<file path="src/rtl/fmns_pkg.sv">
// Shared constants, codes and types of the feature map nearest search block.
package fmns_pkg;

    // Map geometry
    localparam int MAP_SIDE = 128;
    localparam int MAP_LOG  = $clog2(MAP_SIDE);
    localparam int CELLS    = MAP_SIDE * MAP_SIDE;
    localparam int ADDR_W   = 2 * MAP_LOG;

    // Shared divider
    localparam int DIV_NW = 32;
    localparam int DIV_DW = 15;
    localparam int DIV_CW = $clog2(DIV_NW);

    typedef struct packed {
        logic              go;
        logic [DIV_NW-1:0] num;
        logic [DIV_DW-1:0] den;
    } t_div_req;

    // Command modes
    localparam logic [1:0] MODE_LOAD   = 2'd0;
    localparam logic [1:0] MODE_CHECK  = 2'd1;
    localparam logic [1:0] MODE_SEARCH = 2'd2;
    localparam logic [1:0] MODE_QUERY  = 2'd3;

    // Result status codes
    localparam logic [1:0] ST_LOADED = 2'd0;
    localparam logic [1:0] ST_FOUND  = 2'd1;
    localparam logic [1:0] ST_NONE   = 2'd2;

    // Configuration register indexes
    localparam logic [2:0] REG_PA  = 3'd0;
    localparam logic [2:0] REG_PD  = 3'd1;
    localparam logic [2:0] REG_IW  = 3'd2;
    localparam logic [2:0] REG_IH  = 3'd3;
    localparam logic [2:0] REG_PPW = 3'd4;
    localparam logic [2:0] REG_PPH = 3'd5;

endpackage

</file>
<file path="src/rtl/fmns_div.sv">
// Restoring radix-2 unsigned divider, one quotient bit per cycle.
module fmns_div import fmns_pkg::*; (
    input  logic              i_clk,
    input  logic              i_rst_n,
    input  t_div_req          i_req,
    output logic              o_done,
    output logic [DIV_NW-1:0] o_quo
);

    logic              r_busy;
    logic              r_done;
    logic [DIV_CW-1:0] r_cnt;
    logic [DIV_DW-1:0] r_rem;
    logic [DIV_DW-1:0] r_den;
    logic [DIV_NW-1:0] r_quo;
    logic [DIV_DW:0]   n_sh;
    logic              n_ge;

    // Shift in the next dividend bit and trial subtract
    assign n_sh = {r_rem, r_quo[DIV_NW-1]};
    assign n_ge = n_sh >= {1'b0, r_den};

    // Sequence the iterations
    always_ff @(posedge i_clk) begin
        if (!i_rst_n) begin
            r_busy <= 1'b0;
            r_done <= 1'b0;
            r_cnt  <= '0;
        end else begin
            r_done <= !i_req.go && r_busy && (r_cnt == DIV_CW'(DIV_NW - 1));
            if (i_req.go) begin
                r_busy <= 1'b1;
                r_cnt  <= '0;
            end else if (r_busy) begin
                r_cnt <= r_cnt + 1'b1;
                if (r_cnt == DIV_CW'(DIV_NW - 1)) begin
                    r_busy <= 1'b0;
                end
            end
        end
    end

    // Advance remainder and quotient
    always_ff @(posedge i_clk) begin
        if (i_req.go) begin
            r_rem <= '0;
            r_quo <= i_req.num;
            r_den <= i_req.den;
        end else if (r_busy) begin
            r_rem <= n_ge ? DIV_DW'(n_sh - {1'b0, r_den}) : n_sh[DIV_DW-1:0];
            r_quo <= {r_quo[DIV_NW-2:0], n_ge};
        end
    end

    assign o_done = r_done;
    assign o_quo  = r_quo;

endmodule

</file>
<file path="config.mk">
export PLATFORM = sky130hd
export DESIGN_NAME = fmns_div
export DESIGN_NICKNAME = d
export VERILOG_FILES = /design/src/rtl/fmns_pkg.sv /design/src/rtl/fmns_div.sv
export SDC_FILE = /design/constraint.sdc
export NUM_CORES = 1
export LEC_CHECK = 0
export BUFFER_PORTS_ARGS = -buffer_cell sky130_fd_sc_hd__clkbuf_2
export CAP_MARGIN = 10
export CORE_ASPECT_RATIO = 1.2
export CORE_MARGIN = 4
export CORE_UTILIZATION = 54
export DETAILED_ROUTE_END_ITERATION = 6
export PLACE_DENSITY = 0.8
export SETUP_SLACK_MARGIN = 0.05
export SYNTH_ARGS = -nofsm -noshare
export SYNTH_HDL_FRONTEND = slang
export SYNTH_SLANG_ARGS = --single-unit
export TNS_END_PERCENT = 5
</file>
<file path="constraint.sdc">
create_clock -name i_clk -period 2.65 [get_ports i_clk]
set_input_delay 0.6625 -clock i_clk [delete_from_list [all_inputs] [get_ports i_clk]]
set_output_delay 0.6625 -clock i_clk [all_outputs]
set_load 0.02 [all_outputs]
</file>
# Yosys cells after proc, flatten, opt, wreduce, memory -nomap -nowiden
# Index checks and enable logic that the tools add are counted.
[classes] addsub=2 magnitude_cmp=1 mul=0 n_bitwise=1 shifts=0 n_div=0 n_eq_ne=1 reduce_logical=5 mux=6
[op_table] cell="two-way mux 32 bit" count=2
[op_table] cell=">= comparator 16 x 15 -> 1 bit" count=1
[op_table] cell="two-way mux 15 bit" count=1
[op_table] cell="subtractor 15 bit" count=1
[op_table] cell="adder 5 x 1 -> 5 bit, second input constant" count=1
[op_table] cell="equality test 5 bit, second input constant" count=1
[op_table] cell="two-way mux 1 bit" count=3
[op_table] cell="logical AND 1 bit" count=2
[op_table] cell="nonzero test 2 bit" count=1
[op_table] cell="OR reduction 2 bit" count=1
[op_table] cell="zero test 1 bit" count=1
[op_table] cell="NOT 1 bit" count=1
[word_totals] ff_bits=69 input_bits=50 latchBits=0 wordCells=22 rom_bits=0 ram_bits=0 memories=0

# Logic depth before layout (Yosys ltp)
# Gate-level depths: netlist of the first run.
[depth] depth_word=4 depth_mapped=10 ltp_nobuf=9

# Worst setup path after synthesis of the first run
# Ideal clock, no wire load.
[synth_timing] path_type="register to register" startpoint="register r_quo[31] (netlist: o_quo[31])" endpoint="register r_rem[8]" arrival_ns=2.460 period_less_slack_ns=2.550 setup_slack_ns=0.100 stages_incl_launch_ff=10 setup_ns=0.091 required_ns=2.559 path_cell_list="edfxtp_1 inv_1 ha_1 fa_1 nand2b_1 a21oi_1 o211ai_1 a31o_1 or3_1 a311oi_1"
[synth_between] elab_chain_cells=2 elab_cells_between_ends=3 cone_classes="add/sub: 1; order compare: 1; mux: 1"
[synth_rtl] item="start: declaration" line_no="fmns_div.sv:15" source="logic [DIV_NW-1:0] r_quo;"
[synth_rtl] item="start signal: assignment" line_no="fmns_div.sv:47" source="r_quo <= i_req.num;"
[synth_rtl] item="start signal: assignment" line_no="fmns_div.sv:51" source="r_quo <= {r_quo[DIV_NW-2:0], n_ge};"
[synth_rtl] item="subtractor 15 bit / >= comparator 16 x 15 -> 1 bit (equally long branches)" line_no="fmns_div.sv:50, fmns_div.sv:21"
[synth_rtl] item="two-way mux 15 bit (*)" line_no="fmns_div.sv:50" source="r_rem <= n_ge ? DIV_DW'(n_sh - {1'b0, r_den}) : n_sh[DIV_DW-1:0];"
[synth_rtl] item="end signal: assignment" line_no="fmns_div.sv:50"
[synth_rtl] item="end: declaration" line_no="fmns_div.sv:13" source="logic [DIV_DW-1:0] r_rem;"
# Mark *: on every way between the ends. The rest lies on a longest branch, timed or not.
# A chain may end at the register's enable or synchronous reset.

# Worst setup path after layout of the first run
# Same ends and word-level chain as after synthesis.

==> results of run 1 <==
cells in the mapped netlist (3+ instances only):
master | number | share of area
mux2_2 | 33 | 0.10
edfxtp_1 | 47 | 0.39
buf_2 | 3 | 0.0041
nand2_1 | 30 | 0.031
a31oi_1 | 3 | 0.0051
o21a_1 | 3 | 0.0062
inv_1 | 18 | 0.019
nand2b_1 | 4 | 0.0069
xor2_1 | 6 | 0.014
o21ai_0 | 12 | 0.016
mux2i_1 | 5 | 0.014
nor2b_1 | 3 | 0.0051
nor2_1 | 28 | 0.029
dfxtp_1 | 22 | 0.12
a311oi_1 | 10 | 0.024
a21oi_1 | 16 | 0.022
nand3_1 | 7 | 0.0096
clkbuf_1 | 10 | 0.010
ha_1 | 17 | 0.058
power by group:
part	internal [W]	switching, W
Combinational	0.000255	0.000359
Sequential	0.00126	0.0000496
Clock	0.000486	0.000414
Total	0.00200	0.000823
kinds of logic (layout without fill, tap and decap cells):
kind of cell | count (synthesis) | after routing
fa+ha+maj | 18 | 18
buf+inv | 35 | 123
compound gates | 68 | 68
simple gates | 93 | 93
mux | 38 | 38
xor+xnor | 8 | 8
flops | 69 | 69
area by class of cell:
class / count / share of cell area
Multi-Input combinational cell: 225 / 0.385
Tap cell: 85 / 0.0242
Inverter: 18 / 0.0154
Timing Repair Buffer: 89 / 0.106
Clock buffer: 11 / 0.0345
Clock inverter: 5 / 0.0134
Sequential cell: 69 / 0.422
sequential cells by signal, summed over array words and instances (netlist names):
| name | count |
|---|---|
| o_done | 1 |
| r_busy | 1 |
| r_cnt | 5 |
| r_den | 15 |
| r_rem | 15 |
| o_quo | 32 |
path summary, 6_finish.rpt:
check | end | slack [ps] | cells past startpoint
max | r_rem[8]$_SDFFE_PP0P_ | 190 | 9
min | r_den[10]$_DFFE_PP_ | 480 | 1
max reg2reg | r_rem[8]$_SDFFE_PP0P_ | 190 | 9
min reg2reg | r_rem[6]$_SDFFE_PP0P_ | 500 | 2
stage by stage:
step	hold WS (ps)	utilization	total power (W)	area, um2
2_1_floorplan	467	-	0.00174	3640
3_3_place_gp	481	0.638	0.00191	4140
3_5_place_dp	487	0.638	0.00192	4140
4_1_cts	466	0.671	0.00282	4350
5_1_grt	468	0.676	0.00296	4390
6_report	484	0.676	0.00282	4390
per-layer routing:
metal	wire length, um	GRT usage
met1	3090	0.225
met2	4060	0.348
met3	633	0.0751
met4	201	0.0792
met5	0	0
worst max-delay path, stage by stage, from the launching register on:
cell and delay, ps:
edfxtp_1 340, inv_1 60, ha_1 220, fa_1 390, nand2b_4 170, a21oi_2 170, o211ai_1 120, a31o_1 270
or3_4 410, a311oi_2 230
timing repair:
item / in CTS / in global routing
resized for setup: 0 / 8
setup buffers: 0 / 0
endpoints found under the setup margin: 0 / 14
==> summary.md, run 1 <==
| Metric | Value |
|---|---|
| Power per cell area | `643 nW/um2` |
| Critical path arrival | `2730 ps` |
| Core Footprint | `6490 um2` |
| RSZ-0062 raised after global routing | `no` |
| CTS tree | `yes` |
| Area taken by multi-input logic gates | `roughly 1700 um2` |
| Netlist cell types | `55` |
| Fraction of layout cells with a size suffix above 1 | `0.367` |
| Clock Tree Buf Depth | `2` |
| Critical path type | `flop to flop` |
| Final WL | `7.99 mm` |
| Sequential share of the synthesized area | `0.508` |
| # DRC | `0` |
| Storage cell area | `1850 um2` |
| Filler Cells Inserted | `524` |
| Largest net degree at the start of global routing | `40` |
| Worst EP required | `2920 ps` |
| Wire per inst | `15.9 um` |
| Aggregate negative setup slack | `0 ps` |
| Drt first pass iters | `4` |
| Clock root cell | `clkbuf_8` |
| CTS H-tree depth | `3` |
| Die H | `98.0 um` |
| Post-Synth Adder-Cell Area | `0.0639` |
| DIE AREA | `8130 um2` |
| Post-synthesis simple-gate area fraction | `0.124` |
| Crit Path Max Fanout | `6` |
| Main combinational cell family by area after synthesis | `compound AO/OA/AOI/OAI gates` |
| Iteration-0 DRC Markers | `around 190` |
| Worst-path clk slew | `70 ps` |
| Initial antenna violation count | `0` |
| Clk_skew | `8.46 ps` |
| Yosys warning count | `0` |
| Ys async rst share | `0` |
| Worst setup EP type | `flop` |
| Final Hold Violating Endpoints | `0` |
| Multiplexer share of the synthesized area | `0.116` |
| Clk sink count | `69` |
| GRT overflow | `0` |
| Synth Cell Area | `3640 um2` |
| Final GP Congestion | `0.921` |
| Most frequent cells in the layout | `82 x clkbuf_2, 47 x edfxtp_1, 33 x mux2_2, 30 x nand2_1, 28 x nor2_1` |
| Slew @ Worst Pin | `between 700 and 800 ps` |
| Commonest non-fill, non-tap cell in the layout | `clkbuf_2` |
| Clock latency on the worst-skew pair | `350 ps` |
| Fin crit period | `2460 ps` |
| Setup violators final | `0` |
| Area Overhead vs Synth | `20.4%` |
| Post-synth EDFFs | `47` |
| Slew HR | `0.501` |
| Die outline width | `83.0 um` |
| DP Cell Count | `between 400 and 500` |
| Post-route clock period utilization | `0.929` |
| Hold Startpoint | `i_req[10]` |
| Status | `finished, final reports clean` |
| I/O pins | `83` |
| Mean Syn Cell Area | `around 11 um2` |
| Max Fclk | `slightly above 400 MHz` |
| Ys flop type | `edfxtp_1` |
| Cell row count | `32` |
| Type of the worst min-delay path | `input pin to flop` |
| Post-route setup slack | `187 ps` |
| Startpoint types | `flop` |
| Port bufs | `82` |
| GRT Total Usage | `0.201` |
| # hold bufs at CTS | `0` |
| Vias after detailed routing | `2,843` |
| Via-per-instance ratio | `5.66` |
| Antenna viol nets, final | `0` |
| CP startpoint | `o_quo[31]$_DFFE_PP_` |
| Lkg Pwr | `1.84 nW` |
| Vias in the first global route | `approximately 2,900` |
| Antenna cells | `0` |
| Pre-CTS setup slack | `65.2 ps` |
| CTS buffer count | `9` |
| Max-Cap Viols | `0` |
| Global-route wire length before repair | `13.3 mm` |
| DP HPWL | `5.66 mm` |
| Mapped Cells | `between 300 and 400` |
| Final slew viol count | `0` |
| Synth Net Count | `397` |
| Synth Area in Compound Gates | `0.130` |
| Post-Synth XOR/XNOR Area | `0.0192` |
| Final Net Count | `480` |
| Initial Util | `0.562` |
| Layout Cells excl Fill | `502` |
| Post-synthesis register bit count | `69` |
| R2r startpoint | `o_quo[31]$_DFFE_PP_` |
| VDD IR max | `between 0.4 and 0.5 mV` |
Note: power is estimated with default switching activity, not from simulation.
==> run 2, diff against run 1 <==
BUFFER_PORTS_ARGS = -buffer_cell sky130_fd_sc_hd__buf_4   (was -buffer_cell sky130_fd_sc_hd__clkbuf_2)
==> run 2 against run 1 <==
Global-route usage is 0.45 points higher. Wire length hardly changed. Non-clock buffer count grew 2. Critical path depth stayed put. Critical endpoint unchanged. Total power rose by 0.79%. Largest power group unchanged. Die area is the same. Clock power shrank 3.1%. Register-to-register slack worse by 30 ps. Sequential power hardly changed.
==> summary.md, run 2 (synthesized netlist as in run 1, its figures left out) <==
| Metric | Value |
|---|---|
| CTS tree | `yes` |
| Antenna cells | `0 (unchanged)` |
| # DRC | `0 (unchanged)` |
| DIE AREA | `8130 um2 (unchanged)` |
| Slew @ Worst Pin | `631 ps (-118 ps)` |
| Global-route wire length before repair | `13.6 mm (+2.5%)` |
| Final Hold Violating Endpoints | `0 (unchanged)` |
| Aggregate negative setup slack | `0 ps (unchanged)` |
| Antenna viol nets, final | `0 (unchanged)` |
| Final WL | `7.98 mm (about the same)` |
| Largest net degree at the start of global routing | `55 (+38%)` |
| I/O pins | `83 (unchanged)` |
| Final GP Congestion | `0.953 (+3.6%)` |
| Die H | `98.0 um (unchanged)` |
| Port bufs | `82 (unchanged)` |
| Setup violators final | `0 (unchanged)` |
| Drt first pass iters | `4 (unchanged)` |
| Clk_skew | `12.7 ps (+4.29 ps)` |
| Critical path arrival | `2750 ps (+20 ps)` |
| Cell row count | `32 (unchanged)` |
| Number of flip-flops in the largest register | `32 (unchanged)` |
| Worst setup EP type | `flop` |
| Max-Cap Viols | `0 (unchanged)` |
| GRT overflow | `0 (unchanged)` |
| Die outline width | `83.0 um (unchanged)` |
| Combinational cell fraction of total power | `0.233 (+0.015)` |
| Worst EP required | `2900 ps (-20 ps)` |
| Cell internal pwr | `0.00202 W (+1.2%)` |
| Layout Cells excl Fill | `504 (+0.40%)` |
| Iteration-0 DRC Markers | `160 (-18%)` |
| Clk pwr share | `0.307 (-0.012)` |
| Area Overhead vs Synth | `26.3%` |
| Crit Path Max Fanout | `6 (unchanged)` |
| Core Footprint | `6490 um2 (unchanged)` |
| Switching Fraction | `0.289 (-0.00267)` |
| Wire per inst | `15.8 um (-0.43%)` |
| Fraction of layout cells with a size suffix above 1 | `0.368 (+0.000635)` |
| Commonest non-fill, non-tap cell in the layout | `buf_4` |
| RSZ-0062 raised after global routing | `yes` |
| Post-route clock period utilization | `0.942 (+0.0121)` |
| Lkg Pwr | `1.89 nW (+3.2%)` |
| Sw power | `0.000822 W (-0.14%)` |
| Clock root cell | `clkbuf_8` |
| Vias after detailed routing | `2,808 (-1.2%)` |
| Status | `finished, final reports clean` |
| Power per cell area | `618 nW/um2 (-4.0%)` |
| Clk sink count | `69 (unchanged)` |
| Slew HR | `0.579 (+0.0784)` |
| GRT Total Usage | `0.206 (+0.00446)` |
| Clock Tree Buf Depth | `2 (unchanged)` |
| Initial Util | `0.562 (unchanged)` |
| Worst-path clk slew | `80 ps (about the same)` |
| Initial antenna violation count | `0 (unchanged)` |
| DP Cell Count | `487 (+0.21%)` |
| # hold bufs at CTS | `0 (unchanged)` |
| Via-per-instance ratio | `5.57 (-1.6%)` |
| DP HPWL | `5.73 mm (+1.2%)` |
| CTS buffer count | `9 (unchanged)` |
| VDD IR max | `0.632 mV (+32%)` |
| Final slew viol count | `0 (unchanged)` |
| Sequential share of power | `0.461 (-0.003)` |
| Most frequent cells in the layout | `90 x buf_4, 47 x edfxtp_1, 33 x mux2_2, 30 x nand2_1, 28 x nor2_1` |
| Final Net Count | `482 (+0.42%)` |
| Type of the worst min-delay path | `input pin to flop` |
| Fin crit period | `2500 ps (+32.2 ps)` |
| Clock latency on the worst-skew pair | `350 ps (about the same)` |
| Max Fclk | `401 MHz (-1.3%)` |
| Startpoint types | `flop` |
| Critical path type | `flop to flop` |
| CTS H-tree depth | `3 (unchanged)` |
| Vias in the first global route | `2,929 (+0.62%)` |
[run 2: final cells by class]
cell class | count | area, um2
clock buffer | 10 | 138
clock inverter | 6 | 62.6
fill | 488 | 1880
inverter | 18 | 67.6
multi-input combinational | 225 | 1680
sequential | 69 | 1850
tap | 85 | 106
timing repair buffer | 91 | 696
[run 2: final timing paths]
path / startpoint / end / slack [ps] / cells past startpoint
setup / recovery: o_quo[31]$_DFFE_PP_ / r_rem[8]$_SDFFE_PP0P_ / 150 / 9
hold / removal: i_req[6] / r_den[6]$_DFFE_PP_ / 490 / 1
setup reg to reg: o_quo[31]$_DFFE_PP_ / r_rem[8]$_SDFFE_PP0P_ / 150 / 9
hold reg to reg: r_rem[5]$_SDFFE_PP0P_ / r_rem[6]$_SDFFE_PP0P_ / 500 / 2
[run 2: stage by stage]
stage / setup slack, ps / hold WS, ps / power [W] / util / instance area [um2]
6_report: 155 / 485 / 0.00284 / 0.710 / 4600
5_1_grt: 29.5 / 476 / 0.00298 / 0.710 / 4600
4_1_cts: 60.1 / 469 / 0.00285 / 0.704 / 4560
3_5_place_dp: 67.3 / 488 / 0.00198 / 0.673 / 4360
3_3_place_gp: 171 / 481 / 0.00196 / 0.673 / 4360
2_1_floorplan: 99.6 / 467 / 0.00174 / - / 3640
[run 2: worst max-delay path, stage by stage (launching register included)]
cell,delay (ps)
edfxtp_1,350
inv_1,60
ha_1,220
fa_1,390
nand2b_4,170
a21oi_2,150
o211ai_1,140
a31o_1,260
or3_1,370
a311oi_1,300
[run 2: timing repair]
item                                    CTS  global route
endpoints found under the setup margin    0            14
resized for setup                         0             6
buffers inserted                          0             1
[run 2: power groups by stage]
stage	Clock, W	Combinational (W)	Sequential (W)
after global placement	0	0.000630	0.00133
after CTS	0.000887	0.000647	0.00131
final	0.000872	0.000661	0.00131
after floorplan	0	0.000356	0.00139
after detailed placement	0	0.000644	0.00133
after global routing	0.000931	0.000728	0.00132
[run 2: layer usage]
layer  track usage  routed length [um]  vias to the layer above
met5             0                   0                        -
met4        0.0818                 115                        0
met3        0.0717                 679                        9
met2         0.369                4130                       91
met1         0.221                3060                     1325
li1              -                   -                     1383
==> run 3, diff against run 2 <==
ABC_AREA = 1   (was default)
CORE_UTILIZATION = 55   (was 54)
==> run 3 against run 2 <==
Count of clock-buffer cells in the layout up 3. Combinational power fell by 35%. Fmax up 12%. Sequential share of layout area is 1.1 points lower. Sequential power barely moved. Worst hold slack worse by 13 ps. First-iteration DRC count increased by 68%. Utilization fell by 1.9 points. Wire length increased by 11%. Via count grew 22%. Final cell count rose by 34%. Global-route usage up 1.4 points.
==> summary.md, run 3 <==
| Metric | Value |
|---|---|
| Type of the worst min-delay path | `flop to flop` |
| Finished Core Util | `0.691 (-0.0187)` |
| DP HPWL | `6.82 mm (+19%)` |
| Ys async rst share | `0 (unchanged)` |
| Worst-path clk slew | `70 ps (about the same)` |
| Synth Net Count | `566 (+43%)` |
| Post-synthesis register bit count | `69 (unchanged)` |
| Main area contributors after synthesis | `edfxtp_1 36%, nand2_1 21%, dfxtp_1 11%` |
| GRT Total Usage | `0.220 (+0.0145)` |
| Global-route wire length before repair | `15.3 mm (+12%)` |
| # hold bufs at CTS | `0 (unchanged)` |
| Fraction of layout cells with a size suffix above 1 | `0.190 (-0.178)` |
| Yosys top cell area share | `0.364 (-0.0229)` |
| Slew @ Worst Pin | `511 ps (-120 ps)` |
| Initial antenna violation count | `0 (unchanged)` |
| Post-route clock period utilization | `0.842 (-0.0996)` |
| GRT overflow | `0 (unchanged)` |
| Drt first pass iters | `5 (+1)` |
| Yosys warning count | `0 (unchanged)` |
| Core Footprint | `6850 um2 (+5.7%)` |
| Sequential share of the synthesized area | `0.478 (-0.0300)` |
| Layout Cells excl Fill | `677 (+34%)` |
| Power per cell area | `513 nW/um2 (-17%)` |
| Lkg Pwr | `2.50 nW (+32%)` |
| Fin crit period | `2230 ps (-264 ps)` |
| Post-synth EDFFs | `47 (unchanged)` |
| Cell row count | `33 (+3.1%)` |
| Most frequent cells in the layout | `213 x nand2_1, 88 x buf_4, 77 x inv_1, 47 x edfxtp_1, 39 x nand3_1` |
| Final WL | `8.88 mm (+11%)` |
| Die outline width | `84.6 um (+1.9%)` |
| DIE AREA | `8460 um2 (+4.0%)` |
| CTS buffer count | `9 (unchanged)` |
| Clock Tree Buf Depth | `2 (unchanged)` |
| Max-Cap Viols | `0 (unchanged)` |
| Initial Util | `0.565 (+0.00325)` |
| Post-synth top cells | `213 x nand2_1, 77 x inv_1, 47 x edfxtp_1` |
| Critical path type | `flop to flop` |
| Hold depth | `2 (+1)` |
| Area Overhead vs Synth | `22.3%` |
| Status | `finished, final reports clean` |
| Netlist cell types | `32 (-42%)` |
| Worst EP required | `2860 ps (-40 ps)` |
| CTS tree | `yes` |
| Clk sink count | `69 (unchanged)` |
| Critical path arrival | `2440 ps (-310 ps)` |
| Clk_skew | `7.98 ps (-4.77 ps)` |
| Vias in the first global route | `3,401 (+16%)` |
| Commonest non-fill, non-tap cell in the layout | `nand2_1` |
| Mapped Cells | `498 (+51%)` |
| Antenna viol nets, final | `0 (unchanged)` |
| RSZ-0062 raised after global routing | `no` |
| Final Hold Violating Endpoints | `0 (unchanged)` |
| Clock latency on the worst-skew pair | `330 ps (-20 ps)` |
| Wire per inst | `13.1 um (-17%)` |
| Number of flip-flops in the largest register | `32 (unchanged)` |
| Vias after detailed routing | `3,415 (+22%)` |
| DP Cell Count | `661 (+36%)` |
| Setup Buffers After CTS | `0 (unchanged)` |
| Startpoint types | `flop` |
| Mean Syn Cell Area | `7.78 um2 (-30%)` |
| Largest net degree at the start of global routing | `41 (-25%)` |
| Ys flop type | `edfxtp_1` |
| Worst setup EP type | `flop` |
| CTS resizes | `0 (unchanged)` |
| Port bufs | `82 (unchanged)` |
| Max Fclk | `448 MHz (+12%)` |
| # DRC | `0 (unchanged)` |
| Die H | `99.9 um (+2.0%)` |
| Clock root cell | `clkbuf_8` |
| I/O pins | `83 (unchanged)` |
| Synth Cell Area | `3870 um2 (+6.3%)` |
| Final slew viol count | `0 (unchanged)` |
| Setup violators final | `0 (unchanged)` |
| Final GP Congestion | `0.927 (-2.8%)` |
| Iteration-0 DRC Markers | `269 (+68%)` |
| Final Net Count | `653 (+35%)` |
| Antenna cells | `0 (unchanged)` |
| Worst Reg-to-Reg Cells | `13 (+4)` |
| Slew HR | `0.659 (+0.0793)` |
| Most frequent cell after synthesis | `nand2_1` |
| Aggregate negative setup slack | `0 ps (unchanged)` |
| VDD IR max | `0.406 mV (-36%)` |
| Crit Path Max Fanout | `17 (+11)` |
| Via-per-instance ratio | `5.04 (-9.5%)` |
| Leading area contributor after synthesis | `edfxtp_1` |
| CTS H-tree depth | `3 (unchanged)` |
## run 3: changes by cell type after synthesis, moves of 5 or more
cell | previous run | this run
a311oi_1 | 10 | 0
o21ai_0 | 12 | 7
nand3_1 | 7 | 39
a21oi_1 | 16 | 7
mux2i_1 | 5 | 0
nand2_1 | 30 | 213
inv_1 | 18 | 77
nor2_1 | 28 | 18
mux2_2 | 33 | 0
## run 3: final timing paths
check	slack, ps	start	endpoint
worst min-delay path	470	r_rem[6]$_SDFFE_PP0P_	r_rem[6]$_SDFFE_PP0P_
worst min register to register	470	r_rem[6]$_SDFFE_PP0P_	r_rem[6]$_SDFFE_PP0P_
worst max register to register	420	o_quo[31]$_DFFE_PP_	r_rem[4]$_SDFFE_PP0P_
worst max-delay path	420	o_quo[31]$_DFFE_PP_	r_rem[4]$_SDFFE_PP0P_
## run 3: where the power goes
part / internal (W) / total, W / switching, W
combinational: 0.000179 / 0.000431 / 0.000252
sequential: 0.00124 / 0.00128 / 0.0000403
clock: 0.000360 / 0.000720 / 0.000359
## run 3: area by class of cell
class | count | area (um2)
fillers | 586 | 2120
flip-flops and latches | 69 | 1850
multi-input cells | 339 | 1660
repair buffers | 88 | 661
inverters | 78 | 293
clock buffers | 13 | 149
well taps | 87 | 109
clock inverters | 3 | 13.8
## run 3: per-layer routing
layer	wire [um]	track usage	share of wire	vias up
li1	-	-	-	1737
met1	3810	0.285	0.43	1540
met2	4280	0.360	0.48	129
met3	685	0.0575	0.077	9
met4	105	0.0780	0.012	0
met5	0	0	0	-
## run 3: per-stage QoR
step / setup slack (ps) / power (W) / cell area, um2 / hold slack, ps
2_1_floorplan: 539 / 0.00154 / 3870 / 443
5_1_grt: 228 / 0.00256 / 4740 / 474
6_report: 419 / 0.00243 / 4740 / 472
3_3_place_gp: 530 / 0.00173 / 4570 / 453
4_1_cts: 440 / 0.00245 / 4740 / 473
3_5_place_dp: 464 / 0.00173 / 4570 / 461
## run 3: cell families (layout without fill, tap and decap cells)
family	Yosys count	count (layout)	synth area share
adders and majority gates	18	18	0.0601
and+or+nand+nor	297	297	0.328
DFF	69	69	0.478
xor gates and xnor gates	6	6	0.0136
buffers and inverters	90	182	0.0933
AOI/OAI and AO/OA	18	18	0.0275
## run 3: worst max-delay path, stage by stage (launching register included)
cell	delay, ps
edfxtp_1	350
inv_1	60
ha_1	220
fa_1	400
inv_1	100
nand2_1	60
nand2_1	70
nand3_1	90
nand3_1	140
nand2_4	150
nand2_4	220
nand2_1	90
nand3_1	80
o21ai_0	80
